**config.mk**
```make
export PLATFORM = sky130hd
export DESIGN_NAME = sample_frame_builder_crc32_core_flat
export DESIGN_NICKNAME = d
export VERILOG_FILES = /design/src/hdl/sfb_pkg.sv /design/src/hdl/sfb_if.sv /design/src/hdl/sfb_cfg_regs.sv /design/src/hdl/sample_frame_builder_crc32_core.sv /design/src/flat_wrapper.sv
export VERILOG_INCLUDE_DIRS = /design/src /design/src/hdl
export SDC_FILE = /design/constraint.sdc
export NUM_CORES = 1
export LEC_CHECK = 0
export ABC_AREA = 1
export CAP_MARGIN = 20
export CORE_ASPECT_RATIO = 0.75
export CORE_MARGIN = 3
export CORE_UTILIZATION = 58
export DETAILED_ROUTE_END_ITERATION = 8
export DONT_BUFFER_PORTS = 1
export PLACE_DENSITY = 0.76
export SLEW_MARGIN = 20
export SYNTH_ARGS = -nofsm -noshare
export SYNTH_HDL_FRONTEND = slang
export SYNTH_SLANG_ARGS = --single-unit
```
**constraint.sdc**
```tcl
create_clock -name clk_i -period 3.65 [get_ports clk_i]
set_input_delay 0.1825 -clock clk_i [delete_from_list [all_inputs] [get_ports clk_i]]
set_output_delay 0.1825 -clock clk_i [all_outputs]
set_load 0.005 [all_outputs]
```
**src/hdl/sample_frame_builder_crc32_core_defines.svh**
```systemverilog
// Assertion macros used by the frame builder core.
`ifndef SAMPLE_FRAME_BUILDER_CRC32_CORE_DEFINES_SVH
`define SAMPLE_FRAME_BUILDER_CRC32_CORE_DEFINES_SVH

// Same-cycle implication, sampled on clk_i, held off during reset.
`define SFB_ASSERT_IMPLY(lbl, ante, cons) \
  lbl: assert property (@(posedge clk_i) disable iff (!rst_ni) (ante) |-> (cons)) \
    else $error("sfb: same-cycle check failed");

// Next-cycle implication, sampled on clk_i, held off during reset.
`define SFB_ASSERT_NEXT(lbl, ante, cons) \
  lbl: assert property (@(posedge clk_i) disable iff (!rst_ni) (ante) |=> (cons)) \
    else $error("sfb: next-cycle check failed");

`endif

```
**src/hdl/sfb_pkg.sv**
```systemverilog
package sfb_pkg;

  localparam int unsigned MaxPayload  = 4096;
  localparam int unsigned HeaderBytes = 30;
  localparam int unsigned CrcBytes    = 4;
  localparam int unsigned CntW        = 6;
  localparam int unsigned CfgIdxW     = 4;

  localparam logic [31:0] CrcPoly = 32'hedb88320;
  localparam logic [31:0] CrcInit = 32'hffffffff;

  typedef enum logic {
    FUNC_START = 1'b0,
    FUNC_DATA  = 1'b1
  } func_e;

  typedef enum logic [1:0] {
    ST_OK       = 2'd0,
    ST_TOO_LONG = 2'd1,
    ST_OPEN     = 2'd2,
    ST_STRAY    = 2'd3
  } status_e;

  typedef enum logic [CfgIdxW-1:0] {
    REG_MAGIC   = 4'd0,
    REG_VERSION = 4'd1,
    REG_TYPE    = 4'd2,
    REG_SOURCE  = 4'd3,
    REG_MASK    = 4'd4,
    REG_RATE    = 4'd5,
    REG_STEP    = 4'd6,
    REG_FORMAT  = 4'd7
  } cfg_idx_e;

  typedef struct packed {
    logic [15:0] frame_magic;
    logic [7:0]  frame_version;
    logic [7:0]  frame_type;
    logic [7:0]  source_id;
    logic [15:0] channel_mask;
    logic [31:0] sample_rate_hz;
    logic [31:0] step_ns;
    logic [7:0]  sample_format;
  } cfg_t;

  localparam cfg_t CfgReset = '{
    frame_magic:    16'd0,
    frame_version:  8'd1,
    frame_type:     8'd0,
    source_id:      8'd0,
    channel_mask:   16'd0,
    sample_rate_hz: 32'd0,
    step_ns:        32'd0,
    sample_format:  8'd0
  };

  function automatic logic [31:0] crc_byte(logic [31:0] crc, logic [7:0] b);
    logic [31:0] c;
    c = crc ^ {24'd0, b};
    for (int k = 0; k < 8; k++) begin
      c = (c >> 1) ^ (CrcPoly & {32{c[0]}});
    end
    return c;
  endfunction

  function automatic logic [7:0] header_byte(logic [4:0] idx, cfg_t cfg, logic [31:0] seq,
                                             logic [63:0] t0, logic [15:0] count);
    logic [7:0] b;
    unique case (idx)
      5'd0:  b = cfg.frame_magic[7:0];
      5'd1:  b = cfg.frame_magic[15:8];
      5'd2:  b = cfg.frame_version;
      5'd3:  b = cfg.frame_type;
      5'd4:  b = seq[7:0];
      5'd5:  b = seq[15:8];
      5'd6:  b = seq[23:16];
      5'd7:  b = seq[31:24];
      5'd8:  b = cfg.source_id;
      5'd9:  b = cfg.channel_mask[7:0];
      5'd10: b = cfg.channel_mask[15:8];
      5'd11: b = cfg.sample_rate_hz[7:0];
      5'd12: b = cfg.sample_rate_hz[15:8];
      5'd13: b = cfg.sample_rate_hz[23:16];
      5'd14: b = cfg.sample_rate_hz[31:24];
      5'd15: b = t0[7:0];
      5'd16: b = t0[15:8];
      5'd17: b = t0[23:16];
      5'd18: b = t0[31:24];
      5'd19: b = t0[39:32];
      5'd20: b = t0[47:40];
      5'd21: b = t0[55:48];
      5'd22: b = t0[63:56];
      5'd23: b = cfg.step_ns[7:0];
      5'd24: b = cfg.step_ns[15:8];
      5'd25: b = cfg.step_ns[23:16];
      5'd26: b = cfg.step_ns[31:24];
      5'd27: b = cfg.sample_format;
      5'd28: b = count[7:0];
      5'd29: b = count[15:8];
      default: b = 8'd0;
    endcase
    return b;
  endfunction

endpackage

```
**src/hdl/sfb_if.sv**
```systemverilog
interface sfb_in_if;
  logic        valid;
  logic        ready;
  logic        func;
  logic [63:0] start_time_us;
  logic [15:0] sample_count;
  logic [15:0] payload_bytes;
  logic [7:0]  data_byte;

  modport source (output valid, func, start_time_us, sample_count, payload_bytes, data_byte,
                  input ready);
  modport sink   (input valid, func, start_time_us, sample_count, payload_bytes, data_byte,
                  output ready);
endinterface

interface sfb_out_if;
  logic       valid;
  logic       ready;
  logic [7:0] out_byte;
  logic       last;
  logic [1:0] status;

  modport source (output valid, out_byte, last, status, input ready);
  modport sink   (input valid, out_byte, last, status, output ready);
endinterface

interface sfb_cfg_if;
  logic                        valid;
  logic                        ready;
  logic [sfb_pkg::CfgIdxW-1:0] index;
  logic [31:0]                 data;

  modport source (output valid, index, data, input ready);
  modport sink   (input valid, index, data, output ready);
endinterface

```
**src/hdl/sfb_cfg_regs.sv**
```systemverilog
module sfb_cfg_regs (
  input  logic          clk_i,
  input  logic          rst_ni,
  sfb_cfg_if.sink       cfg_i,
  output sfb_pkg::cfg_t cfg_o
);

  sfb_pkg::cfg_t cfg_q, cfg_d;

  assign cfg_i.ready = 1'b1;

  always_comb begin
    cfg_d = cfg_q;
    if (cfg_i.valid) begin
      unique case (cfg_i.index)
        sfb_pkg::REG_MAGIC:   cfg_d.frame_magic    = cfg_i.data[15:0];
        sfb_pkg::REG_VERSION: cfg_d.frame_version  = cfg_i.data[7:0];
        sfb_pkg::REG_TYPE:    cfg_d.frame_type     = cfg_i.data[7:0];
        sfb_pkg::REG_SOURCE:  cfg_d.source_id      = cfg_i.data[7:0];
        sfb_pkg::REG_MASK:    cfg_d.channel_mask   = cfg_i.data[15:0];
        sfb_pkg::REG_RATE:    cfg_d.sample_rate_hz = cfg_i.data;
        sfb_pkg::REG_STEP:    cfg_d.step_ns        = cfg_i.data;
        sfb_pkg::REG_FORMAT:  cfg_d.sample_format  = cfg_i.data[7:0];
        default: ;
      endcase
    end
  end

  always_ff @(posedge clk_i or negedge rst_ni) begin
    if (!rst_ni) begin
      cfg_q <= sfb_pkg::CfgReset;
    end else begin
      cfg_q <= cfg_d;
    end
  end

  assign cfg_o = cfg_q;

endmodule

```
**src/hdl/sample_frame_builder_crc32_core.sv**
```systemverilog
// Channel    Role    Payload
// in_chan_i  sink    func, start_time_us, sample_count, payload_bytes, data_byte
// out_chan_o source  out_byte, last, status
// cfg_i      sink    index, data (always ready)
//
// The last payload byte is followed by the CRC trailer; an error answer is one status beat.
// A start item sends the 30-byte header, then the CRC trailer if the payload is empty.
// One byte leaves the job register per cycle into the output register; that port sets the rate.
// The next item is taken in the cycle the current job emits its final byte.
// Reset is asynchronous and clears sequence, CRC, frame state and configuration.
// A stalled output holds the job; input ready drops until the job can finish.
`include "sample_frame_builder_crc32_core_defines.svh"

module sample_frame_builder_crc32_core (
  input  logic      clk_i,
  input  logic      rst_ni,
  sfb_in_if.sink    in_chan_i,
  sfb_out_if.source out_chan_o,
  sfb_cfg_if.sink   cfg_i
);

  localparam logic [sfb_pkg::CntW-1:0] HdrLast = sfb_pkg::CntW'(sfb_pkg::HeaderBytes - 1);
  localparam logic [sfb_pkg::CntW-1:0] HdrEnd  = sfb_pkg::CntW'(sfb_pkg::HeaderBytes);
  localparam logic [sfb_pkg::CntW-1:0] CntMax  =
    sfb_pkg::CntW'(sfb_pkg::HeaderBytes + sfb_pkg::CrcBytes - 1);
  localparam logic [15:0] MaxLen = 16'(sfb_pkg::MaxPayload);

  sfb_pkg::cfg_t cfg;

  sfb_cfg_regs u_cfg (
    .clk_i  (clk_i),
    .rst_ni (rst_ni),
    .cfg_i  (cfg_i),
    .cfg_o  (cfg)
  );

  logic                      job_valid_q;
  sfb_pkg::func_e            job_func_q;
  logic [63:0]               job_t0_q;
  logic [15:0]               job_count_q;
  logic [15:0]               job_plen_q;
  logic [7:0]                job_data_q;
  logic [sfb_pkg::CntW-1:0]  cnt_q;

  logic [31:0] seq_q, seq_d;
  logic [31:0] crc_q, crc_d;
  logic        open_q, open_d;
  logic [15:0] rem_q, rem_d;

  logic             out_valid_q;
  logic [7:0]       out_byte_q, out_byte_d;
  logic             out_last_q, out_last_d;
  sfb_pkg::status_e out_status_q, out_status_d;

  logic       step, done, accept, crc_end;
  logic [1:0] crc_sel;
  logic [31:0] crc_out;

  assign step    = job_valid_q && (!out_valid_q || out_chan_o.ready);
  assign accept  = in_chan_i.valid && in_chan_i.ready;
  assign crc_out = ~crc_q;

  assign in_chan_i.ready = !job_valid_q || (step && done);

  always_comb begin
    out_byte_d   = 8'd0;
    out_last_d   = 1'b0;
    out_status_d = sfb_pkg::ST_OK;
    done         = 1'b1;
    crc_end      = 1'b0;
    crc_sel      = 2'd0;
    seq_d        = seq_q;
    crc_d        = crc_q;
    open_d       = open_q;
    rem_d        = rem_q;
    if (job_func_q == sfb_pkg::FUNC_START) begin
      if (open_q) begin
        out_status_d = sfb_pkg::ST_OPEN;
      end else if (job_plen_q > MaxLen) begin
        out_status_d = sfb_pkg::ST_TOO_LONG;
      end else if (cnt_q < HdrEnd) begin
        out_byte_d = sfb_pkg::header_byte(cnt_q[4:0], cfg, seq_q, job_t0_q, job_count_q);
        if (cnt_q >= sfb_pkg::CntW'(2)) begin
          crc_d = sfb_pkg::crc_byte(crc_q, out_byte_d);
        end
        done = 1'b0;
        if (cnt_q == HdrLast) begin
          seq_d = seq_q + 32'd1;
          if (job_plen_q != 16'd0) begin
            done   = 1'b1;
            open_d = 1'b1;
            rem_d  = job_plen_q;
          end
        end
      end else begin
        crc_sel = 2'(cnt_q - HdrEnd);
        crc_end = 1'b1;
      end
    end else begin
      if (!open_q) begin
        out_status_d = sfb_pkg::ST_STRAY;
      end else if (cnt_q == '0) begin
        out_byte_d = job_data_q;
        crc_d      = sfb_pkg::crc_byte(crc_q, job_data_q);
        rem_d      = rem_q - 16'd1;
        done       = (rem_q != 16'd1);
      end else begin
        crc_sel = 2'(cnt_q - sfb_pkg::CntW'(1));
        crc_end = 1'b1;
      end
    end
    if (crc_end) begin
      out_byte_d = crc_out[8*crc_sel +: 8];
      out_last_d = (crc_sel == 2'd3);
      done       = out_last_d;
      if (out_last_d) begin
        open_d = 1'b0;
        rem_d  = 16'd0;
        crc_d  = sfb_pkg::CrcInit;
      end
    end
  end

  always_ff @(posedge clk_i or negedge rst_ni) begin
    if (!rst_ni) begin
      job_valid_q <= 1'b0;
      cnt_q       <= '0;
      seq_q       <= '0;
      crc_q       <= sfb_pkg::CrcInit;
      open_q      <= 1'b0;
      rem_q       <= '0;
      out_valid_q <= 1'b0;
    end else begin
      if (step) begin
        seq_q  <= seq_d;
        crc_q  <= crc_d;
        open_q <= open_d;
        rem_q  <= rem_d;
      end
      if (accept) begin
        job_valid_q <= 1'b1;
        cnt_q       <= '0;
      end else if (step) begin
        cnt_q <= cnt_q + sfb_pkg::CntW'(1);
        if (done) begin
          job_valid_q <= 1'b0;
        end
      end
      if (step) begin
        out_valid_q <= 1'b1;
      end else if (out_chan_o.ready) begin
        out_valid_q <= 1'b0;
      end
    end
  end

  always_ff @(posedge clk_i) begin
    if (accept) begin
      job_func_q  <= sfb_pkg::func_e'(in_chan_i.func);
      job_t0_q    <= in_chan_i.start_time_us;
      job_count_q <= in_chan_i.sample_count;
      job_plen_q  <= in_chan_i.payload_bytes;
      job_data_q  <= in_chan_i.data_byte;
    end
    if (step) begin
      out_byte_q   <= out_byte_d;
      out_last_q   <= out_last_d;
      out_status_q <= out_status_d;
    end
  end

  assign out_chan_o.valid    = out_valid_q;
  assign out_chan_o.out_byte = out_byte_q;
  assign out_chan_o.last     = out_last_q;
  assign out_chan_o.status   = out_status_q;

  `SFB_ASSERT_IMPLY(a_cnt_range, job_valid_q, cnt_q <= CntMax)
  `SFB_ASSERT_IMPLY(a_open_has_rem, open_q && !job_valid_q, rem_q != 16'd0)
  `SFB_ASSERT_IMPLY(a_idle_crc_init, !open_q && !job_valid_q, crc_q == sfb_pkg::CrcInit)
  `SFB_ASSERT_NEXT(a_trailer_closes, step && crc_end && out_last_d,
                   !open_q && crc_q == sfb_pkg::CrcInit && out_last_q)

endmodule
```
**src/flat_wrapper.sv**
```systemverilog
// flat-port wrapper written by rule: the top's interface ports become plain ports
module sample_frame_builder_crc32_core_flat 
  (clk_i, rst_ni, in_chan_i_valid, in_chan_i_func, in_chan_i_start_time_us, in_chan_i_sample_count, in_chan_i_payload_bytes, in_chan_i_data_byte, in_chan_i_ready, out_chan_o_valid, out_chan_o_out_byte, out_chan_o_last, out_chan_o_status, out_chan_o_ready, cfg_i_valid, cfg_i_index, cfg_i_data, cfg_i_ready);
  sfb_in_if in_chan_i_i ();
  sfb_out_if out_chan_o_i ();
  sfb_cfg_if cfg_i_i ();
  input  logic clk_i;
  input  logic rst_ni;
  input wire logic [$bits(in_chan_i_i.valid)-1:0] in_chan_i_valid;
  input wire logic [$bits(in_chan_i_i.func)-1:0] in_chan_i_func;
  input wire logic [$bits(in_chan_i_i.start_time_us)-1:0] in_chan_i_start_time_us;
  input wire logic [$bits(in_chan_i_i.sample_count)-1:0] in_chan_i_sample_count;
  input wire logic [$bits(in_chan_i_i.payload_bytes)-1:0] in_chan_i_payload_bytes;
  input wire logic [$bits(in_chan_i_i.data_byte)-1:0] in_chan_i_data_byte;
  output wire logic [$bits(in_chan_i_i.ready)-1:0] in_chan_i_ready;
  output wire logic [$bits(out_chan_o_i.valid)-1:0] out_chan_o_valid;
  output wire logic [$bits(out_chan_o_i.out_byte)-1:0] out_chan_o_out_byte;
  output wire logic [$bits(out_chan_o_i.last)-1:0] out_chan_o_last;
  output wire logic [$bits(out_chan_o_i.status)-1:0] out_chan_o_status;
  input wire logic [$bits(out_chan_o_i.ready)-1:0] out_chan_o_ready;
  input wire logic [$bits(cfg_i_i.valid)-1:0] cfg_i_valid;
  input wire logic [$bits(cfg_i_i.index)-1:0] cfg_i_index;
  input wire logic [$bits(cfg_i_i.data)-1:0] cfg_i_data;
  output wire logic [$bits(cfg_i_i.ready)-1:0] cfg_i_ready;
  assign in_chan_i_i.valid = in_chan_i_valid;
  assign in_chan_i_i.func = in_chan_i_func;
  assign in_chan_i_i.start_time_us = in_chan_i_start_time_us;
  assign in_chan_i_i.sample_count = in_chan_i_sample_count;
  assign in_chan_i_i.payload_bytes = in_chan_i_payload_bytes;
  assign in_chan_i_i.data_byte = in_chan_i_data_byte;
  assign in_chan_i_ready = in_chan_i_i.ready;
  assign out_chan_o_valid = out_chan_o_i.valid;
  assign out_chan_o_out_byte = out_chan_o_i.out_byte;
  assign out_chan_o_last = out_chan_o_i.last;
  assign out_chan_o_status = out_chan_o_i.status;
  assign out_chan_o_i.ready = out_chan_o_ready;
  assign cfg_i_i.valid = cfg_i_valid;
  assign cfg_i_i.index = cfg_i_index;
  assign cfg_i_i.data = cfg_i_data;
  assign cfg_i_ready = cfg_i_i.ready;
  sample_frame_builder_crc32_core u_core (.clk_i(clk_i), .rst_ni(rst_ni), .in_chan_i(in_chan_i_i), .out_chan_o(out_chan_o_i), .cfg_i(cfg_i_i));
endmodule
```
# ---- After elaboration in Yosys (flattened, before gate mapping)
# Cells that the tools add are included.
dict set report word_totals {
  inputBits 146
  out_inout_bits 14
  ff_bits 333
  word_cells 186
}
dict set report classes {
  n_eq_ne 39
  shift 1
  n_bitwise 22
  reduce_logical 24
  mux 69
  add_sub_neg 5
  magnitude_cmp 3
}
# op count
set op_table {}
lappend op_table {{bitwise XOR 31 x 32 -> 32 bit} 16}
lappend op_table {{2-to-1 mux 32 bit} 9}
lappend op_table {{case mux 8 bit (30 select lines)} 1}
lappend op_table {{2-to-1 mux 16 bit} 10}
lappend op_table {{2-to-1 mux 8 bit} 11}
lappend op_table {{== test 5 bit, second input constant} 14}
lappend op_table {{bitwise XOR 32 x 8 -> 32 bit} 2}
lappend op_table {{== test 5 x 4 -> 1 bit, second input constant} 8}
lappend op_table {{adder 32 x 1 -> 32 bit, second input constant} 1}
lappend op_table {{inverter 32 bit} 1}
lappend op_table {{variable part select 32 x 6 -> 8 bit} 1}
lappend op_table {{2-to-1 mux 1 bit} 27}
lappend op_table {{== test 5 x 3 -> 1 bit, second input constant} 4}
lappend op_table {{2-to-1 mux 2 bit} 9}
lappend op_table {{AND reduction 2 bit} 9}
lappend op_table {{== test 4 x 3 -> 1 bit, second input constant} 4}
lappend op_table {{> comparator 16 x 13 -> 1 bit, second input constant} 1}
lappend op_table {{inequality test 16 x 1 -> 1 bit, second input constant} 1}
lappend op_table {{nonzero test 16 bit} 1}
lappend op_table {{subtractor 16 x 1 -> 16 bit, second input constant} 1}
lappend op_table {{2-to-1 mux 6 bit} 2}
lappend op_table {{== test 5 x 2 -> 1 bit, second input constant} 2}
lappend op_table {{== test 4 x 2 -> 1 bit, second input constant} 2}
lappend op_table {{adder 6 x 1 -> 6 bit, second input constant} 1}
lappend op_table {{17 further kinds} 25}

# ---- Logic depth before layout (Yosys ltp)
dict set report depth {
  ltp_word 22
  depth_mapped 23
  depth_no_buf 21
}

# ---- By module
# Synthesis repeated with hierarchy kept, for this count alone.
dict set report unflattened {
  cells_unflattened 2490
  hier_area_um2 19291.0
}
# module cells_per_inst area_each_um2 n_inst seq_area_each_um2
set by_module_without_submodules {}
lappend by_module_without_submodules {sample_frame_builder_crc32_core 1881 13984.7 1 5750.5}
lappend by_module_without_submodules {sfb_cfg_regs 609 5306.3 1 3204.3}

# ---- Least setup slack after synthesis
# OpenSTA, ideal clock, no wires.
dict set report synth_path {
  kind {flip-flop to flip-flop}
  start {register u_core.cnt_q[0] (netlist bit)}
  end {register u_core.job_count_q[0] (enable)}
  period_less_slack_ps 3752
  slack_ps -102
  t_arrival_ps 3333
  path_buffers 2
  setup_time_ps 418
  path_stages_with_launch 15
  t_required_ps 3232
  path_cell_list {dfrtp_1 > inv_1 > ha_1 > clkbuf_1 > nand2_1 > nor2_2 > nand2_1 > nand2_1 > nand2_1 > nand2_1 > nor2_1 > inv_1 > o21ai_1 > and2_1 > buf_2}
}
dict set report synth_via {
  elab_chain_cells 10
  elab_cells_between_ends 29
  cone_classes {add/sub: 2; order compare: 1; eq/ne: 2; mux: 20; reduce/logical: 4}
}
# element line_no
set synth_lines {}
lappend synth_lines {{start, declared} sample_frame_builder_crc32_core.sv:43} ;# logic [sfb_pkg::CntW-1:0] cnt_q;
lappend synth_lines {{start signal, assigned} sample_frame_builder_crc32_core.sv:144} ;# cnt_q <= cnt_q + sfb_pkg::CntW'(1);
lappend synth_lines {{less-than comparator 6 x 5 -> 1 bit (tied with other cells)} sample_frame_builder_crc32_core.sv:81} ;# end else if (cnt_q < HdrEnd) begin
lappend synth_lines {{2-to-1 mux 2 bit / 2-to-1 mux 1 bit (equally long branches)} {sample_frame_builder_crc32_core.sv:81, sample_frame_builder_crc32_core.sv:87}}
lappend synth_lines {{2-to-1 mux 2 bit / 2-to-1 mux 1 bit (equally long branches)} {sample_frame_builder_crc32_core.sv:79, sample_frame_builder_crc32_core.sv:81}}
lappend synth_lines {{2-to-1 mux 2 bit / 2-to-1 mux 1 bit (equally long branches)} {sample_frame_builder_crc32_core.sv:77, sample_frame_builder_crc32_core.sv:79}}
lappend synth_lines {{2-to-1 mux 2 bit / 2-to-1 mux 1 bit (equally long branches)} {sample_frame_builder_crc32_core.sv:76, sample_frame_builder_crc32_core.sv:77}}
lappend synth_lines {{== test 2 bit / 2-to-1 mux 1 bit (equally long branches)} {sample_frame_builder_crc32_core.sv:114, sample_frame_builder_crc32_core.sv:76}}
lappend synth_lines {{2-to-1 mux 1 bit *} sample_frame_builder_crc32_core.sv:112} ;# if (crc_end) begin
lappend synth_lines {{logical AND 1 bit *} sample_frame_builder_crc32_core.sv:63} ;# assign in_chan_i.ready = !job_valid_q || (step && done);
lappend synth_lines {{logical OR 1 bit *} sample_frame_builder_crc32_core.sv:63}
lappend synth_lines {{named net in_chan_i_ready} flat_wrapper.sv:15} ;# output wire logic [$bits(in_chan_i_i.ready)-1:0] in_chan_i_ready;
lappend synth_lines {{logical AND 1 bit *} sample_frame_builder_crc32_core.sv:60} ;# assign accept = in_chan_i.valid && in_chan_i.ready;
lappend synth_lines {{named net u_core.accept} sample_frame_builder_crc32_core.sv:55} ;# logic step, done, accept, crc_end;
lappend synth_lines {{end signal, assigned} sample_frame_builder_crc32_core.sv:161} ;# job_count_q <= in_chan_i.sample_count;
lappend synth_lines {{end, declared} sample_frame_builder_crc32_core.sv:40} ;# logic [15:0] job_count_q;
# The timed path passes the listed nets; every way through them passes the cells marked *.
# A chain may end at the register's enable or synchronous reset.

# ---- Worst setup path in the final report
dict set report layout_path {
  start {register u_core.cnt_q[0] (netlist bit)}
  end {register u_core.crc_q[20]}
}
dict set report layout_via {
  elab_chain_cells 22
  elab_cells_between_ends 71
  cone_classes {add/sub: 2; order compare: 2; eq/ne: 30; mux: 26; bitwise: 9; reduce/logical: 2}
}
# element line_no
set layout_lines {}
lappend layout_lines {{== test 5 bit (tied with other cells)} sfb_pkg.sv:69} ;# unique case (idx)
lappend layout_lines {{case mux 8 bit (30 select lines)} sfb_pkg.sv:69}
lappend layout_lines {{2-to-1 mux 8 bit} sample_frame_builder_crc32_core.sv:81}
lappend layout_lines {{2-to-1 mux 8 bit} sample_frame_builder_crc32_core.sv:79} ;# end else if (job_plen_q > MaxLen) begin
lappend layout_lines {{2-to-1 mux 8 bit} sample_frame_builder_crc32_core.sv:77} ;# if (open_q) begin
lappend layout_lines {{2-to-1 mux 8 bit} sample_frame_builder_crc32_core.sv:76} ;# if (job_func_q == sfb_pkg::FUNC_START) begin
lappend layout_lines {{bitwise XOR 32 x 8 -> 32 bit} sfb_pkg.sv:59} ;# c = crc ^ {24'd0, b};
lappend layout_lines {{bitwise XOR 31 x 32 -> 32 bit (8 in series)} sfb_pkg.sv:61} ;# c = (c >> 1) ^ (CrcPoly & {32{c[0]}});
lappend layout_lines {{2-to-1 mux 32 bit} sample_frame_builder_crc32_core.sv:83} ;# if (cnt_q >= sfb_pkg::CntW'(2)) begin
lappend layout_lines {{2-to-1 mux 32 bit} sample_frame_builder_crc32_core.sv:81}
lappend layout_lines {{2-to-1 mux 32 bit} sample_frame_builder_crc32_core.sv:79}
lappend layout_lines {{2-to-1 mux 32 bit} sample_frame_builder_crc32_core.sv:77}
lappend layout_lines {{2-to-1 mux 32 bit} sample_frame_builder_crc32_core.sv:76}
lappend layout_lines {{2-to-1 mux 32 bit} sample_frame_builder_crc32_core.sv:116} ;# if (out_last_d) begin
lappend layout_lines {{2-to-1 mux 32 bit *} sample_frame_builder_crc32_core.sv:112}
lappend layout_lines {{end signal, assigned} sample_frame_builder_crc32_core.sv:129} ;# crc_q <= sfb_pkg::CrcInit;
lappend layout_lines {{end signal, assigned} sample_frame_builder_crc32_core.sv:136} ;# crc_q <= crc_d;
lappend layout_lines {{end, declared} sample_frame_builder_crc32_core.sv:46} ;# logic [31:0] crc_q, crc_d;
# Every way passes the cells marked *; elsewhere a longest branch is shown, timed or not. The select of a mux whose other input is x is not followed.

==> summary.md <==
| Metric | Value |
|---|---|
| Syn Nets | 2442 |
| First-pass GRT wire length | 99500 µm |
| Post-synthesis register bit count | ~330 |
| WP data required | 4.12 ns |
| Placer congestion estimate | 1.03 |
| Pins Over Slew Limit | 0 |
| Comb pwr share | 52.4% |
| CTS sink cnt | 333 |
| CP Max Fanout | 8 |
| CTS H-tree lvls | 2 |
| Ys flop type | dfrtp_1 |
| Maximum VDD drop | 0.568 mV |
| Status | finished with violations |
| Period minus WS final | ~3.4 ns |
| Root Buffer | clkbuf_16 |
| Yosys top cell by area | dfrtp_1 |
| Initial drt markers | 2417 |
| Clock Tree Buf Depth | 3 |
| Reg power frac | 29.0% |
| Initial Util | 60.0% |
| Fill count | 2292 |
| Die X | approximately 210 µm |
| Via density | 6.33 |
| CP max stage delay | 0.43 ns |
| Area Overhead vs Synth | 17.3% |
| Vias in the first global route | 16.9k |
| Io pins | 160 |
| GRT Residual Overflow | 0 |
| Avg Inst Size Synth | 8.06 µm² |
| Sw power | ~0.0093 W |
| Most common cell in the netlist | nand2_1 |
| TritonCTS Buffers | 35 |
| Worst Skew | 0.0372 ns |
| CP most frequent cell | nand2_1 |
| Max Clock Freq | 0.293 GHz |
| LEAKAGE | between 9 and 10 nW |
| Warnings, synthesis | 0 |
| Detailed Place HPWL | 42800 µm |
| Sw Share | a little under half |
| GR Util All Layers | approximately 38% |
| Area contributors post-synth | dfrtp_1, edfxtp_1, nand2_1 |
| Tcrit/Tclk final | 93.6% |
| Final worst slack | 0.233 ns |
| Max Cap Violations | 0 |
| CTS tree | built |
| Setup crit end kind | flop |
| Die Ht | 160 µm |
| Synth cell types | 50 |
| Detailed Route WL | 65400 µm |
| RSZ-0062 raised after global routing | no |
| WL/cell | 23.0 µm |
| Drt first pass iters | 8 |
| Rel. slew slack | approximately a third |
| Syn Inst Count | 2288 |
| Nets | 2567 |
| Post-synth ARST share | 65.2% |
| CP arrival | 3.89 ns |
| Die Area | 34000 µm² |
| HP Class | input pin to asynchronous set/reset pin |
| Largest net degree at the start of global routing | 218 |
| Initial antenna violation count | 2 |
| IO buf count | 0 |
| Crit path cell chain | inv_1, ha_1, inv_2, nor2_4, nand2_1, nor2_1, nor2_1, nand2_1, nor2_2, nand2_1, nand2_1, nand2_2, nand2_1, nand2_2, nand2_1, nand2_1, nand2_1, o211ai_1, a21oi_1 |
| Worst-path clk slew | about 0.070 ns |
| DR vias | between 15k and 20k |
| Reg2reg setup slack | 0.23 ns |
| Placement Setup Slack | 0.194 ns |
| Synth Cell Area | 18400 µm² |
| Top cells by count, synth | nand2_1, o21ai_0, nor2_1, dfrtp_1, inv_1 |
| Pwr Density | 900 nW/µm² |
| Share of the synthesized area in the top cell type | 25.0% |
| Post-route ant nets | 0 |
| Critical Path Start Type | flop |
| Clk pwr share | a little under a fifth |
| Seq/Total Area, Yosys | 48.6% |
| Site Rows | 55 |
| Failing checks | negative hold slack |
| CP max stage cell | dfrtp_1 |
| Final Hold Viols | 217 |
| Hold_buf cts | between 100 and 150 |
| Setup TNS | 0 ns |
| Share of layout cells above drive strength 1 | under 10% |
| Drt drc | 0 |
| Least-Margin Pin Slew | 0.986 ns |
| Hold Slack | -0.663 ns |
| WS Path Type | flop to flop |
| Core area | approximately 31000 µm² |
| Worst skew pair latency | 0.56 ns |
| Final setup fails | 0 |
| Post-synth EDFFs | between 100 and 150 |
| Internal power | 0.0101 W |
[critical path, delay by kind of cell, from the launching register on]
kind,cells,cell delay [ns]
and+or+nand+nor,14,1.97
DFF,1,0.43
AOI/OAI and AO/OA,2,0.40
buffers and inverters,2,0.28
adders and majority gates,1,0.28
[per-layer routing]
layer | up-vias | share of wire, % | global-route usage (%)
met5 | - | 0 | 0
met4 | 0 | 2.6 | 9.67
met3 | 168 | 14 | 11.5
met2 | 1408 | 42 | 53.8
met1 | 8485 | 42 | 56.8
li1 | 7917 | - | -
[power by group through the flow]
stage	Sequential (W)	Clock, W	Combinational (W)
2_1_floorplan	0.00534	0	0.00653
3_3_place_gp	0.00563	0	0.00951
3_5_place_dp	0.00565	0	0.00954
4_1_cts	0.00560	0.00359	0.00971
5_1_grt	0.00572	0.00378	0.0110
6_report	0.00566	0.00361	0.0102
[registers in the layout (all words and copies together), names as in the netlist, 2 cells and up]
signal	flops
u_core.out_chan_o.status	2
u_core.seq_q	32
u_core.crc_q	32
u_core.rem_q	16
u_core.job_plen_q	16
u_core.out_chan_o.out_byte	8
u_core.job_data_q	8
u_core.u_cfg.cfg_o	128
u_core.job_count_q	16
u_core.job_t0_q	64
u_core.cnt_q	6
[placed cells by master (no fill, tap or decap), types with 6 or more instances in the layout]
master / synthesis / final
nand2_1: 624 / 620
o21ai_0: 227 / 227
nor2_1: 197 / 188
dfrtp_1: 184 / 183
inv_1: 170 / 169
dlygate4sd3_1: 0 / 133
edfxtp_1: 116 / 116
nand4_1: 112 / 112
a21oi_1: 102 / 102
xor2_1: 100 / 100
nand3_1: 99 / 98
buf_4: 2 / 54
clkbuf_16: 0 / 35
dfstp_2: 33 / 33
nor3_1: 32 / 32
xnor2_1: 26 / 26
o211ai_1: 23 / 23
a31oi_1: 16 / 16
nand2_2: 11 / 14
nor2_2: 10 / 11
nor2_4: 2 / 10
clkinv_1: 4 / 10
nor4_1: 10 / 10
buf_12: 0 / 9
a221oi_1: 8 / 8
a31o_2: 8 / 8
ha_1: 8 / 7
o21a_1: 6 / 6
o22ai_1: 6 / 6
or2_2: 6 / 6
a22oi_1: 6 / 6
[path summary, 6_finish.rpt]
path | from | cells past startpoint | to
worst min-delay path | rst_ni | 0 | u_core.u_cfg.cfg_o[51]
worst min register to register | u_core.u_cfg.cfg_o[94] | 2 | u_core.u_cfg.cfg_o[94]
min in group clk_i | cfg_i_data[4] | 2 | u_core.u_cfg.cfg_o[4]
worst max register to register | u_core.cnt_q[0] | 19 | u_core.crc_q[20]
max in group asynchronous | rst_ni | 0 | u_core.crc_q[15]
worst max-delay path | u_core.cnt_q[0] | 19 | u_core.crc_q[20]
[cell type report]
cell class | count | area, µm² | area share, %
Sequential cell | 333 | 8960 | 41.4
Multi-Input combinational cell | 1670 | 8470 | 39.1
Timing Repair Buffer | 196 | 1920 | 8.86
Clock buffer | 40 | 925 | 4.27
Inverter | 177 | 664 | 3.07
Tap cell | 399 | 499 | 2.31
Clock inverter | 21 | 200 | 0.925
Antenna cell | 3 | 7.51 | 0.0347
[through the flow]
step | hold WS (ns) | cells | area [µm²] | power, W | util, %
after detailed placement | -0.105 | 2640 | 19100 | 0.0152 | 62.1
after CTS | -0.681 | 2834 | 21500 | 0.0189 | 70.0
final | -0.663 | 2839 | 21600 | 0.0195 | 70.3
after floorplan | -0.113 | 2288 | 18400 | 0.0119 | -
after global placement | -0.105 | 2639 | 19100 | 0.0151 | 62.0
after global routing | -0.684 | 2837 | 21600 | 0.0205 | 70.3
[timing repair]
action / CTS / global route
setup endpoints to repair: 0 / 76
gates resized for setup: 0 / 17
hold endpoints to repair: 398 / 217
setup buffers: 0 / 2
[cell families (layout without fill, tap and decap cells)]
group	count (synthesis)	count (layout)	share of synthesized area [%]
other	1	4	0.0203
AO/OA/AOI/OAI	418	418	12.6
AND/OR/NAND/NOR	1113	1113	25.9
adder cells (fa/ha/maj)	8	8	0.543
XOR/XNOR	130	130	6.40
buffers and inverters	285	434	6.02
flip-flops	333	333	48.6
Note: power is estimated with default switching activity, not from simulation.
